===== src/hdl/bmc_pkg.sv =====
package bmc_pkg;

  localparam int COORD_BITS_DEF = 12;
  localparam int FRAC_BITS_DEF  = 8;

  localparam int NUM_REGS   = 6;
  localparam int CFG_IDX_W  = 3;
  localparam int CFG_DATA_W = 12;

  localparam logic [CFG_IDX_W-1:0] REG_X_FIRST = 3'd0;
  localparam logic [CFG_IDX_W-1:0] REG_X_LAST  = 3'd1;
  localparam logic [CFG_IDX_W-1:0] REG_Y_FIRST = 3'd2;
  localparam logic [CFG_IDX_W-1:0] REG_Y_LAST  = 3'd3;
  localparam logic [CFG_IDX_W-1:0] REG_Z_FIRST = 3'd4;
  localparam logic [CFG_IDX_W-1:0] REG_Z_LAST  = 3'd5;

  localparam int VOXEL_W = 8;
  localparam int COUNT_W = 37;
  localparam int SUM_W   = 48;
  localparam int CENT_W  = 20;

  localparam int QDEPTH = 2;
  localparam int QPTR_W = $clog2(QDEPTH);
  localparam int QCNT_W = $clog2(QDEPTH + 1);

  typedef struct packed {
    logic [COUNT_W-1:0] count;
    logic [SUM_W-1:0]   sum_x;
    logic [SUM_W-1:0]   sum_y;
    logic [SUM_W-1:0]   sum_z;
  } vol_t;

  typedef struct packed {
    logic full;
    logic empty;
  } q_status_t;

endpackage


===== src/hdl/bmc_front.sv =====
module bmc_front #(
  parameter int COORD_BITS = bmc_pkg::COORD_BITS_DEF
) (
  input  logic                           clk,
  input  logic                           rst_n,
  input  logic                           cfg_we,
  input  logic [bmc_pkg::CFG_IDX_W-1:0]  cfg_index,
  input  logic [bmc_pkg::CFG_DATA_W-1:0] cfg_data,
  input  logic                           in_push,
  input  logic [bmc_pkg::VOXEL_W-1:0]    in_voxel_value,
  input  logic                           q_full,
  output logic                           q_push,
  output bmc_pkg::vol_t                  q_data
);

  logic [COORD_BITS-1:0] reg_r   [bmc_pkg::NUM_REGS];
  logic [COORD_BITS-1:0] reg_nxt [bmc_pkg::NUM_REGS];

  logic [COORD_BITS-1:0]         col_r, col_nxt, row_r, row_nxt, slc_r, slc_nxt;
  logic [bmc_pkg::COUNT_W-1:0]   cnt_r, cnt_nxt, cnt_inc;
  logic [bmc_pkg::SUM_W-1:0]     sx_r, sx_nxt, sx_inc;
  logic [bmc_pkg::SUM_W-1:0]     sy_r, sy_nxt, sy_inc;
  logic [bmc_pkg::SUM_W-1:0]     sz_r, sz_nxt, sz_inc;

  logic acc, hit, end_x, end_y, end_z, cfg_hit;

  assign acc     = in_push && !q_full;
  assign hit     = in_voxel_value != '0;
  assign cfg_hit = cfg_we && (cfg_index < bmc_pkg::CFG_IDX_W'(bmc_pkg::NUM_REGS));

  assign cnt_inc = hit ? cnt_r + bmc_pkg::COUNT_W'(1) : cnt_r;
  assign sx_inc  = hit ? sx_r + bmc_pkg::SUM_W'(col_r) : sx_r;
  assign sy_inc  = hit ? sy_r + bmc_pkg::SUM_W'(row_r) : sy_r;
  assign sz_inc  = hit ? sz_r + bmc_pkg::SUM_W'(slc_r) : sz_r;

  assign end_x = col_r >= reg_r[bmc_pkg::REG_X_LAST];
  assign end_y = row_r >= reg_r[bmc_pkg::REG_Y_LAST];
  assign end_z = slc_r >= reg_r[bmc_pkg::REG_Z_LAST];

  assign q_data = '{count: cnt_inc, sum_x: sx_inc, sum_y: sy_inc, sum_z: sz_inc};

  always_comb begin
    reg_nxt = reg_r;
    col_nxt = col_r;
    row_nxt = row_r;
    slc_nxt = slc_r;
    cnt_nxt = cnt_r;
    sx_nxt  = sx_r;
    sy_nxt  = sy_r;
    sz_nxt  = sz_r;
    q_push  = 1'b0;
    if (cfg_hit) begin
      reg_nxt[cfg_index] = COORD_BITS'(cfg_data);
      col_nxt = reg_nxt[bmc_pkg::REG_X_FIRST];
      row_nxt = reg_nxt[bmc_pkg::REG_Y_FIRST];
      slc_nxt = reg_nxt[bmc_pkg::REG_Z_FIRST];
      cnt_nxt = '0;
      sx_nxt  = '0;
      sy_nxt  = '0;
      sz_nxt  = '0;
    end else if (acc) begin
      if (end_x && end_y && end_z) begin
        q_push  = 1'b1;
        col_nxt = reg_r[bmc_pkg::REG_X_FIRST];
        row_nxt = reg_r[bmc_pkg::REG_Y_FIRST];
        slc_nxt = reg_r[bmc_pkg::REG_Z_FIRST];
        cnt_nxt = '0;
        sx_nxt  = '0;
        sy_nxt  = '0;
        sz_nxt  = '0;
      end else begin
        cnt_nxt = cnt_inc;
        sx_nxt  = sx_inc;
        sy_nxt  = sy_inc;
        sz_nxt  = sz_inc;
        if (!end_x) begin
          col_nxt = col_r + COORD_BITS'(1);
        end else begin
          col_nxt = reg_r[bmc_pkg::REG_X_FIRST];
          if (!end_y) begin
            row_nxt = row_r + COORD_BITS'(1);
          end else begin
            row_nxt = reg_r[bmc_pkg::REG_Y_FIRST];
            slc_nxt = slc_r + COORD_BITS'(1);
          end
        end
      end
    end
  end

  always_ff @(posedge clk) begin
    if (!rst_n) begin
      reg_r <= '{default: '0};
      col_r <= '0;
      row_r <= '0;
      slc_r <= '0;
      cnt_r <= '0;
      sx_r  <= '0;
      sy_r  <= '0;
      sz_r  <= '0;
    end else begin
      reg_r <= reg_nxt;
      col_r <= col_nxt;
      row_r <= row_nxt;
      slc_r <= slc_nxt;
      cnt_r <= cnt_nxt;
      sx_r  <= sx_nxt;
      sy_r  <= sy_nxt;
      sz_r  <= sz_nxt;
    end
  end

endmodule


===== src/hdl/bmc_queue.sv =====
module bmc_queue (
  input  logic               clk,
  input  logic               rst_n,
  input  logic               push,
  input  bmc_pkg::vol_t      din,
  input  logic               pop,
  output bmc_pkg::vol_t      dout,
  output bmc_pkg::q_status_t stat
);

  bmc_pkg::vol_t                mem_r [bmc_pkg::QDEPTH];
  logic [bmc_pkg::QPTR_W-1:0]   wr_r, rd_r;
  logic [bmc_pkg::QCNT_W-1:0]   cnt_r;
  logic                         do_push, do_pop;

  assign stat.full  = cnt_r == bmc_pkg::QCNT_W'(bmc_pkg::QDEPTH);
  assign stat.empty = cnt_r == '0;
  assign do_push    = push && !stat.full;
  assign do_pop     = pop && !stat.empty;
  assign dout       = mem_r[rd_r];

  always_ff @(posedge clk) begin
    if (do_push) begin
      mem_r[wr_r] <= din;
    end
  end

  always_ff @(posedge clk) begin
    if (!rst_n) begin
      wr_r  <= '0;
      rd_r  <= '0;
      cnt_r <= '0;
    end else begin
      if (do_push) begin
        wr_r <= wr_r + bmc_pkg::QPTR_W'(1);
      end
      if (do_pop) begin
        rd_r <= rd_r + bmc_pkg::QPTR_W'(1);
      end
      if (do_push && !do_pop) begin
        cnt_r <= cnt_r + bmc_pkg::QCNT_W'(1);
      end else if (do_pop && !do_push) begin
        cnt_r <= cnt_r - bmc_pkg::QCNT_W'(1);
      end
    end
  end

endmodule


===== src/hdl/bmc_back.sv =====
module bmc_back #(
  parameter int FRAC_BITS = bmc_pkg::FRAC_BITS_DEF
) (
  input  logic                         clk,
  input  logic                         rst_n,
  input  logic                         q_empty,
  input  bmc_pkg::vol_t                q_data,
  output logic                         q_pop,
  output logic                         out_empty,
  input  logic                         out_pop,
  output logic                         out_any_found,
  output logic [bmc_pkg::COUNT_W-1:0]  out_voxel_count,
  output logic [bmc_pkg::CENT_W-1:0]   out_centroid_x,
  output logic [bmc_pkg::CENT_W-1:0]   out_centroid_y,
  output logic [bmc_pkg::CENT_W-1:0]   out_centroid_z
);

  localparam int DIV_W  = bmc_pkg::SUM_W + FRAC_BITS;
  localparam int STEP_W = $clog2(DIV_W);
  localparam int CW     = bmc_pkg::COUNT_W;

  localparam logic [1:0] S_IDLE = 2'd0;
  localparam logic [1:0] S_RUN  = 2'd1;
  localparam logic [1:0] S_HOLD = 2'd2;

  logic [1:0]        state_r, state_nxt;
  logic [STEP_W-1:0] step_r, step_nxt;
  logic [CW-1:0]     div_r, div_nxt;
  logic [DIV_W-1:0]  dvd_r [3];
  logic [DIV_W-1:0]  dvd_nxt [3];
  logic [DIV_W-1:0]  quo_r [3];
  logic [DIV_W-1:0]  quo_nxt [3];
  logic [CW-1:0]     rem_r [3];
  logic [CW-1:0]     rem_nxt [3];
  logic [CW:0]       trial [3];
  logic              ge [3];
  logic [bmc_pkg::SUM_W-1:0] sum_in [3];
  logic [bmc_pkg::CENT_W-1:0] cent [3];

  assign sum_in[0] = q_data.sum_x;
  assign sum_in[1] = q_data.sum_y;
  assign sum_in[2] = q_data.sum_z;

  assign q_pop = (state_r == S_IDLE) && !q_empty;

  always_comb begin
    for (int i = 0; i < 3; i++) begin
      trial[i] = {rem_r[i], dvd_r[i][DIV_W-1]};
      ge[i]    = trial[i] >= {1'b0, div_r};
      cent[i]  = (|quo_r[i][DIV_W-1:bmc_pkg::CENT_W]) ? '1 : quo_r[i][bmc_pkg::CENT_W-1:0];
    end
  end

  always_comb begin
    state_nxt = state_r;
    step_nxt  = step_r;
    div_nxt   = div_r;
    dvd_nxt   = dvd_r;
    quo_nxt   = quo_r;
    rem_nxt   = rem_r;
    unique case (state_r)
      S_IDLE: begin
        if (!q_empty) begin
          div_nxt  = q_data.count;
          step_nxt = '0;
          for (int i = 0; i < 3; i++) begin
            dvd_nxt[i] = DIV_W'(sum_in[i]) << FRAC_BITS;
            quo_nxt[i] = '0;
            rem_nxt[i] = '0;
          end
          state_nxt = (q_data.count == '0) ? S_HOLD : S_RUN;
        end
      end
      S_RUN: begin
        for (int i = 0; i < 3; i++) begin
          dvd_nxt[i] = dvd_r[i] << 1;
          quo_nxt[i] = {quo_r[i][DIV_W-2:0], ge[i]};
          rem_nxt[i] = ge[i] ? CW'(trial[i] - {1'b0, div_r}) : trial[i][CW-1:0];
        end
        step_nxt = step_r + STEP_W'(1);
        if (step_r == STEP_W'(DIV_W - 1)) begin
          state_nxt = S_HOLD;
        end
      end
      S_HOLD: begin
        if (out_pop) begin
          state_nxt = S_IDLE;
        end
      end
      default: state_nxt = S_IDLE;
    endcase
  end

  always_ff @(posedge clk) begin
    step_r <= step_nxt;
    div_r  <= div_nxt;
    dvd_r  <= dvd_nxt;
    quo_r  <= quo_nxt;
    rem_r  <= rem_nxt;
  end

  always_ff @(posedge clk) begin
    if (!rst_n) begin
      state_r <= S_IDLE;
    end else begin
      state_r <= state_nxt;
    end
  end

  assign out_empty       = state_r != S_HOLD;
  assign out_voxel_count = div_r;
  assign out_any_found   = div_r != '0;
  assign out_centroid_x  = cent[0];
  assign out_centroid_y  = cent[1];
  assign out_centroid_z  = cent[2];

endmodule


===== src/hdl/binary_mask_centroid_unit.sv =====
// channel   direction  handshake          payload
// in_       input      in_push / in_full  in_voxel_value
// out_      output     out_pop / out_empty out_any_found, out_voxel_count, out_centroid_x/y/z
// cfg_      input      cfg_we             cfg_index, cfg_data
//
// One voxel transfer per cycle while in_full is low; coordinates and sums update in the
// front accumulator. The last voxel of a volume queues its totals (two volumes deep);
// the back divider loads them and forms SUM_W + FRAC_BITS quotient bits (56 at defaults),
// three axes side by side, or skips the division when the count is zero, then holds the
// result until out_pop and returns to S_IDLE to load the next volume. in_full rises only
// while the queue is full. Synchronous reset clears extent registers, positions, sums,
// queue and result state; a write to an extent register restarts the volume in progress.
module binary_mask_centroid_unit #(
  parameter int COORD_BITS = bmc_pkg::COORD_BITS_DEF,
  parameter int FRAC_BITS  = bmc_pkg::FRAC_BITS_DEF
) (
  input  logic                           clk,
  input  logic                           rst_n,
  input  logic                           cfg_we,
  input  logic [bmc_pkg::CFG_IDX_W-1:0]  cfg_index,
  input  logic [bmc_pkg::CFG_DATA_W-1:0] cfg_data,
  input  logic                           in_push,
  output logic                           in_full,
  input  logic [bmc_pkg::VOXEL_W-1:0]    in_voxel_value,
  output logic                           out_empty,
  input  logic                           out_pop,
  output logic                           out_any_found,
  output logic [bmc_pkg::COUNT_W-1:0]    out_voxel_count,
  output logic [bmc_pkg::CENT_W-1:0]     out_centroid_x,
  output logic [bmc_pkg::CENT_W-1:0]     out_centroid_y,
  output logic [bmc_pkg::CENT_W-1:0]     out_centroid_z
);

  bmc_pkg::vol_t      push_data, pop_data;
  bmc_pkg::q_status_t q_stat;
  logic               q_push, q_pop;

  assign in_full = q_stat.full;

  bmc_front #(.COORD_BITS(COORD_BITS)) u_front (
    .clk            (clk),
    .rst_n          (rst_n),
    .cfg_we         (cfg_we),
    .cfg_index      (cfg_index),
    .cfg_data       (cfg_data),
    .in_push        (in_push),
    .in_voxel_value (in_voxel_value),
    .q_full         (q_stat.full),
    .q_push         (q_push),
    .q_data         (push_data)
  );

  bmc_queue u_queue (
    .clk   (clk),
    .rst_n (rst_n),
    .push  (q_push),
    .din   (push_data),
    .pop   (q_pop),
    .dout  (pop_data),
    .stat  (q_stat)
  );

  bmc_back #(.FRAC_BITS(FRAC_BITS)) u_back (
    .clk             (clk),
    .rst_n           (rst_n),
    .q_empty         (q_stat.empty),
    .q_data          (pop_data),
    .q_pop           (q_pop),
    .out_empty       (out_empty),
    .out_pop         (out_pop),
    .out_any_found   (out_any_found),
    .out_voxel_count (out_voxel_count),
    .out_centroid_x  (out_centroid_x),
    .out_centroid_y  (out_centroid_y),
    .out_centroid_z  (out_centroid_z)
  );

endmodule


===== config.mk =====
export PLATFORM = sky130hd
export DESIGN_NAME = binary_mask_centroid_unit
export DESIGN_NICKNAME = d
export VERILOG_FILES = /design/src/hdl/bmc_pkg.sv /design/src/hdl/bmc_front.sv /design/src/hdl/bmc_queue.sv /design/src/hdl/bmc_back.sv /design/src/hdl/binary_mask_centroid_unit.sv
export SDC_FILE = /design/constraint.sdc
export NUM_CORES = 2
export LEC_CHECK = 0
export ABC_AREA = 0
export ABC_CLOCK_PERIOD_IN_PS = 50200
export BUFFER_PORTS_ARGS = -buffer_cell sky130_fd_sc_hd__buf_2
export CAP_MARGIN = 20
export CELL_PAD_IN_SITES_DETAIL_PLACEMENT = 1
export CELL_PAD_IN_SITES_GLOBAL_PLACEMENT = 2
export CORE_UTILIZATION = 38
export CTS_CLUSTER_SIZE = 28
export DETAILED_ROUTE_END_ITERATION = 16
export PLACE_DENSITY_LB_ADDON = 0.1
export SLEW_MARGIN = 15
export SYNTH_ARGS = -nofsm -noshare
export SYNTH_HDL_FRONTEND = slang
export SYNTH_SLANG_ARGS = --single-unit

===== constraint.sdc =====
create_clock -name clk -period 50.2 [get_ports clk]
set_input_delay 7.53 -clock clk [delete_from_list [all_inputs] [get_ports clk]]
set_output_delay 7.53 -clock clk [all_outputs]
set_load 0.05 [all_outputs]

==> impl_metrics.json <==
{
  "outcome": "finished clean",
  "synthCells": 5218,
  "fmax_mhz": 95.8,
  "first_iter_violations": 1964,
  "post-cts-setup-buffer-count": 0,
  "drc": 0,
  "grt_max_degree": 191,
  "clock_latency_ns": 0.76,
  "area_growth_pct": 12.4,
  "synth_edf_count": 828,
  "period_share_pct": 20.8,
  "synth_top_family_by_area": "simple AND/OR/NAND/NOR gates",
  "final_cell_mix": "edfxtp_1, nor2_1, nand2_1, a21oi_1, dfxtp_1",
  "cts.sinks": 1124,
  "viasPerCell": 5.39,
  "sw_frac_of_total_pct": 39.4,
  "hold_buffers": 0,
  "hold_viol_final": 0,
  "cp-start-kind": "primary input",
  "ant_nets": 0,
  "io_buffers": 127,
  "ys_seq_area_share_pct": 55.0,
  "required_ns": 50.57,
  "max_stage_delay_ns": 0.80,
  "maxSlewViolCount": 0,
  "final_util_pct": 43.2,
  "numCtsBuffers": 135,
  "worstPathArrival_ns": 10.81,
  "cpMostUsedCell": "buf_4",
  "path_clk_slew_ns": 0.06,
  "drive_gt1_share_pct": 9.04,
  "synth_xor_area_share_pct": 4.72,
  "power_density_mw_per_mm2": 66.2,
  "instances_no_fill": 7292,
  "wl_um": 154000,
  "grt_first_pass_wirelength_um": 240000,
  "hpwl_um": 99400,
  "worstSetupEndpointType": "flop",
  "ys_ff_latch": 1124,
  "final.min_clock_period_ns": 10.43,
  "relSlewSlack_pct": 16.5,
  "globalplace.congestion": 0.803,
  "post_cts_resized": 0,
  "hold_class": "reg -> reg",
  "synthMuxAreaShare_pct": 5.00,
  "grt_use_total_pct": 20.7,
  "peakVddDrop_uv": 44.3,
  "fin_tns_setup_ns": 0,
  "synth_warnings": 0,
  "path_class": "in -> reg",
  "routed-via-count": 39300,
  "path_cells": "buf_2 -> nand2_1 -> nand2_1 -> buf_4 -> nand3_1 -> inv_1 -> and2_4 -> buf_4 -> buf_4",
  "comb_power_share_pct": 40.4,
  "cap_violations": 0,
  "drtPass1Iterations": 5,
  "initial_core_util_pct": 38.4,
  "seqPwrFrac_pct": 36.3,
  "wl_per_cell_um": 21.2,
  "rsz0062_at_grt": "false",
  "syn_nets": 5441,
  "dp_cells": 7047,
  "power.net_switching_mw": 1.64,
  "num_antenna_cells": 0,
  "critPathSlowestCell": "and2_4",
  "fin_total_pwr_mw": 4.17,
  "chipHeight_um": 386,
  "power.leakage_nw": 22.6,
  "chipWidth_um": 386,
  "grt_antenna_before_repair": 3,
  "clock_path_buffers": 3,
  "root_buffer": "clkbuf_16",
  "nNetsFinal": 5490,
  "worst-path-max-fanout": 58,
  "regToRegSetupSlack_ns": 44.93,
  "core_mm2": 0.146,
  "final_common_cell": "edfxtp_1",
  "design.portCount": 128,
  "synth-simple-area-share_pct": 15.4,
  "p_clk_share_pct": 23.3,
  "synth_cell_types": 91,
  "finClkSkew_ns": 0.0306,
  "async_flop_share_pct": 0,
  "yosys_most_used_dff": "edfxtp_1",
  "finalSetupViolCount": 0,
  "synth_compound_area_share_pct": 12.5,
  "grt-ovfl-total": 0,
  "cts_tree": "done",
  "cts-htree-levels": 4,
  "fill_cells": 15800,
  "syn_avg_cell_area_um2": 10.7,
  "grt_pass1_vias": 40300,
  "die_area_mm2": 0.149,
  "internal-power_mw": 2.53,
  "tightest_slew_ns": 1.25,
  "fp-row-count": 140,
  "synthAdderAreaFrac_pct": 4.44,
  "syn_area_mm2": 0.0560
}
stage by stage:
| stage | setup WS (ns) | hold WS [ns] | instance area [um^2] |
|---|---|---|---|
| finish | 39.77 | 0.463 | 63000 |
| global route | 39.49 | 0.481 | 63000 |
| CTS | 39.68 | 0.465 | 63000 |
| detailed placement | 38.88 | 0.457 | 58600 |
| global placement | 38.94 | 0.450 | 58600 |
| floorplan | 30.75 | 0.439 | 56000 |
critical path, delay by kind of cell:
family,cells,cell delay (ns)
buf+inv,5,1.97
simple gates,4,1.25
area by class of cell:
cell class,instances,area [um^2],share of cell area [%]
Clock buffer,184,3750,5.95
Clock inverter,61,619,0.983
Inverter,155,582,0.924
Multi-Input combinational cell,3670,23700,37.7
Sequential cell,1124,30800,48.9
Tap cell,1917,2400,3.81
Timing Repair Buffer,181,1110,1.76
Yosys cell counts (13+ instances only):
library cell	instances	share of area (%)
edfxtp_1	828	44
nor2_1	498	3.3
nand2_1	463	3.1
a21oi_1	434	3.9
dfxtp_1	296	11
mux2i_1	228	4.1
clkbuf_1	218	1.5
and2_1	212	2.4
o21ai_0	203	1.8
ha_1	189	4.2
xnor2_1	186	2.9
inv_1	155	1.0
nand3_1	153	1.4
xor2_1	116	1.8
a21o_1	105	1.4
nand2b_1	84	0.94
a21boi_0	79	1.1
nor4_1	68	0.76
and3_1	67	0.75
nor3_1	63	0.56
nand4_1	56	0.63
mux2_2	46	0.92
a31oi_1	31	0.35
o21a_1	29	0.39
o31ai_1	27	0.36
o22ai_1	26	0.29
buf_1	25	0.17
a22o_1	24	0.38
nor2b_1	23	0.26
or3_1	23	0.26
o221ai_1	20	0.31
a211oi_1	19	0.25
o21bai_1	16	0.21
buf_2	13	0.12
nor3b_1	13	0.17
registers in the layout (all words and copies together), names as in the netlist, 2 cells and up, named ones only:
register	flops
u_back.dvd_r	144
u_back.out_voxel_count	37
u_back.quo_r	168
u_back.rem_r	111
u_back.state_r	2
u_back.step_r	6
u_front.cnt_r	37
u_front.col_r	12
u_front.reg_r	72
u_front.row_r	12
u_front.slc_r	12
u_front.sx_r	48
u_front.sy_r	48
u_front.sz_r	48
u_queue.cnt_r	2
u_queue.mem_r	362
logic make-up (layout without fill, tap and decap cells):
family          Yosys count  in the layout
fa+ha+maj               195            195
compound gates         1120           1120
flops                  1124           1124
buf+inv                 424            581
mux                     274            274
simple gates           1779           1779
xor+xnor                302            302
final timing paths:
path | cells past startpoint | startpoint | to
max | 9 | cfg_index[2] | u_queue.mem_r[1][29]
min | 2 | u_front.reg_r[36] | u_front.reg_r[36]
max reg2reg | 16 | u_front.row_r[0] | u_queue.mem_r[1][29]
min reg2reg | 2 | u_front.reg_r[36] | u_front.reg_r[36]
power groups by stage:
stage	clock (mW)	combinational (mW)	sequential (mW)
floorplan	0	1.20	1.66
global placement	0	1.68	1.53
detailed placement	0	1.70	1.53
CTS	1.00	1.71	1.52
global route	1.03	1.86	1.54
finish	0.972	1.68	1.51
routing by layer:
| layer | wire [um] | vias to the layer above | track usage [%] | part of all wire (%) |
|---|---|---|---|---|
| met5 | 0 | - | 0 | 0 |
| met2 | 74500 | 453 | 35.2 | 48 |
| li1 | - | 19000 | - | - |
| met4 | 3100 | 0 | 5.22 | 2.0 |
| met3 | 4220 | 188 | 2.70 | 2.7 |
| met1 | 72600 | 19700 | 27.6 | 47 |
No activity file was read; power rests on OpenSTA's default activity.
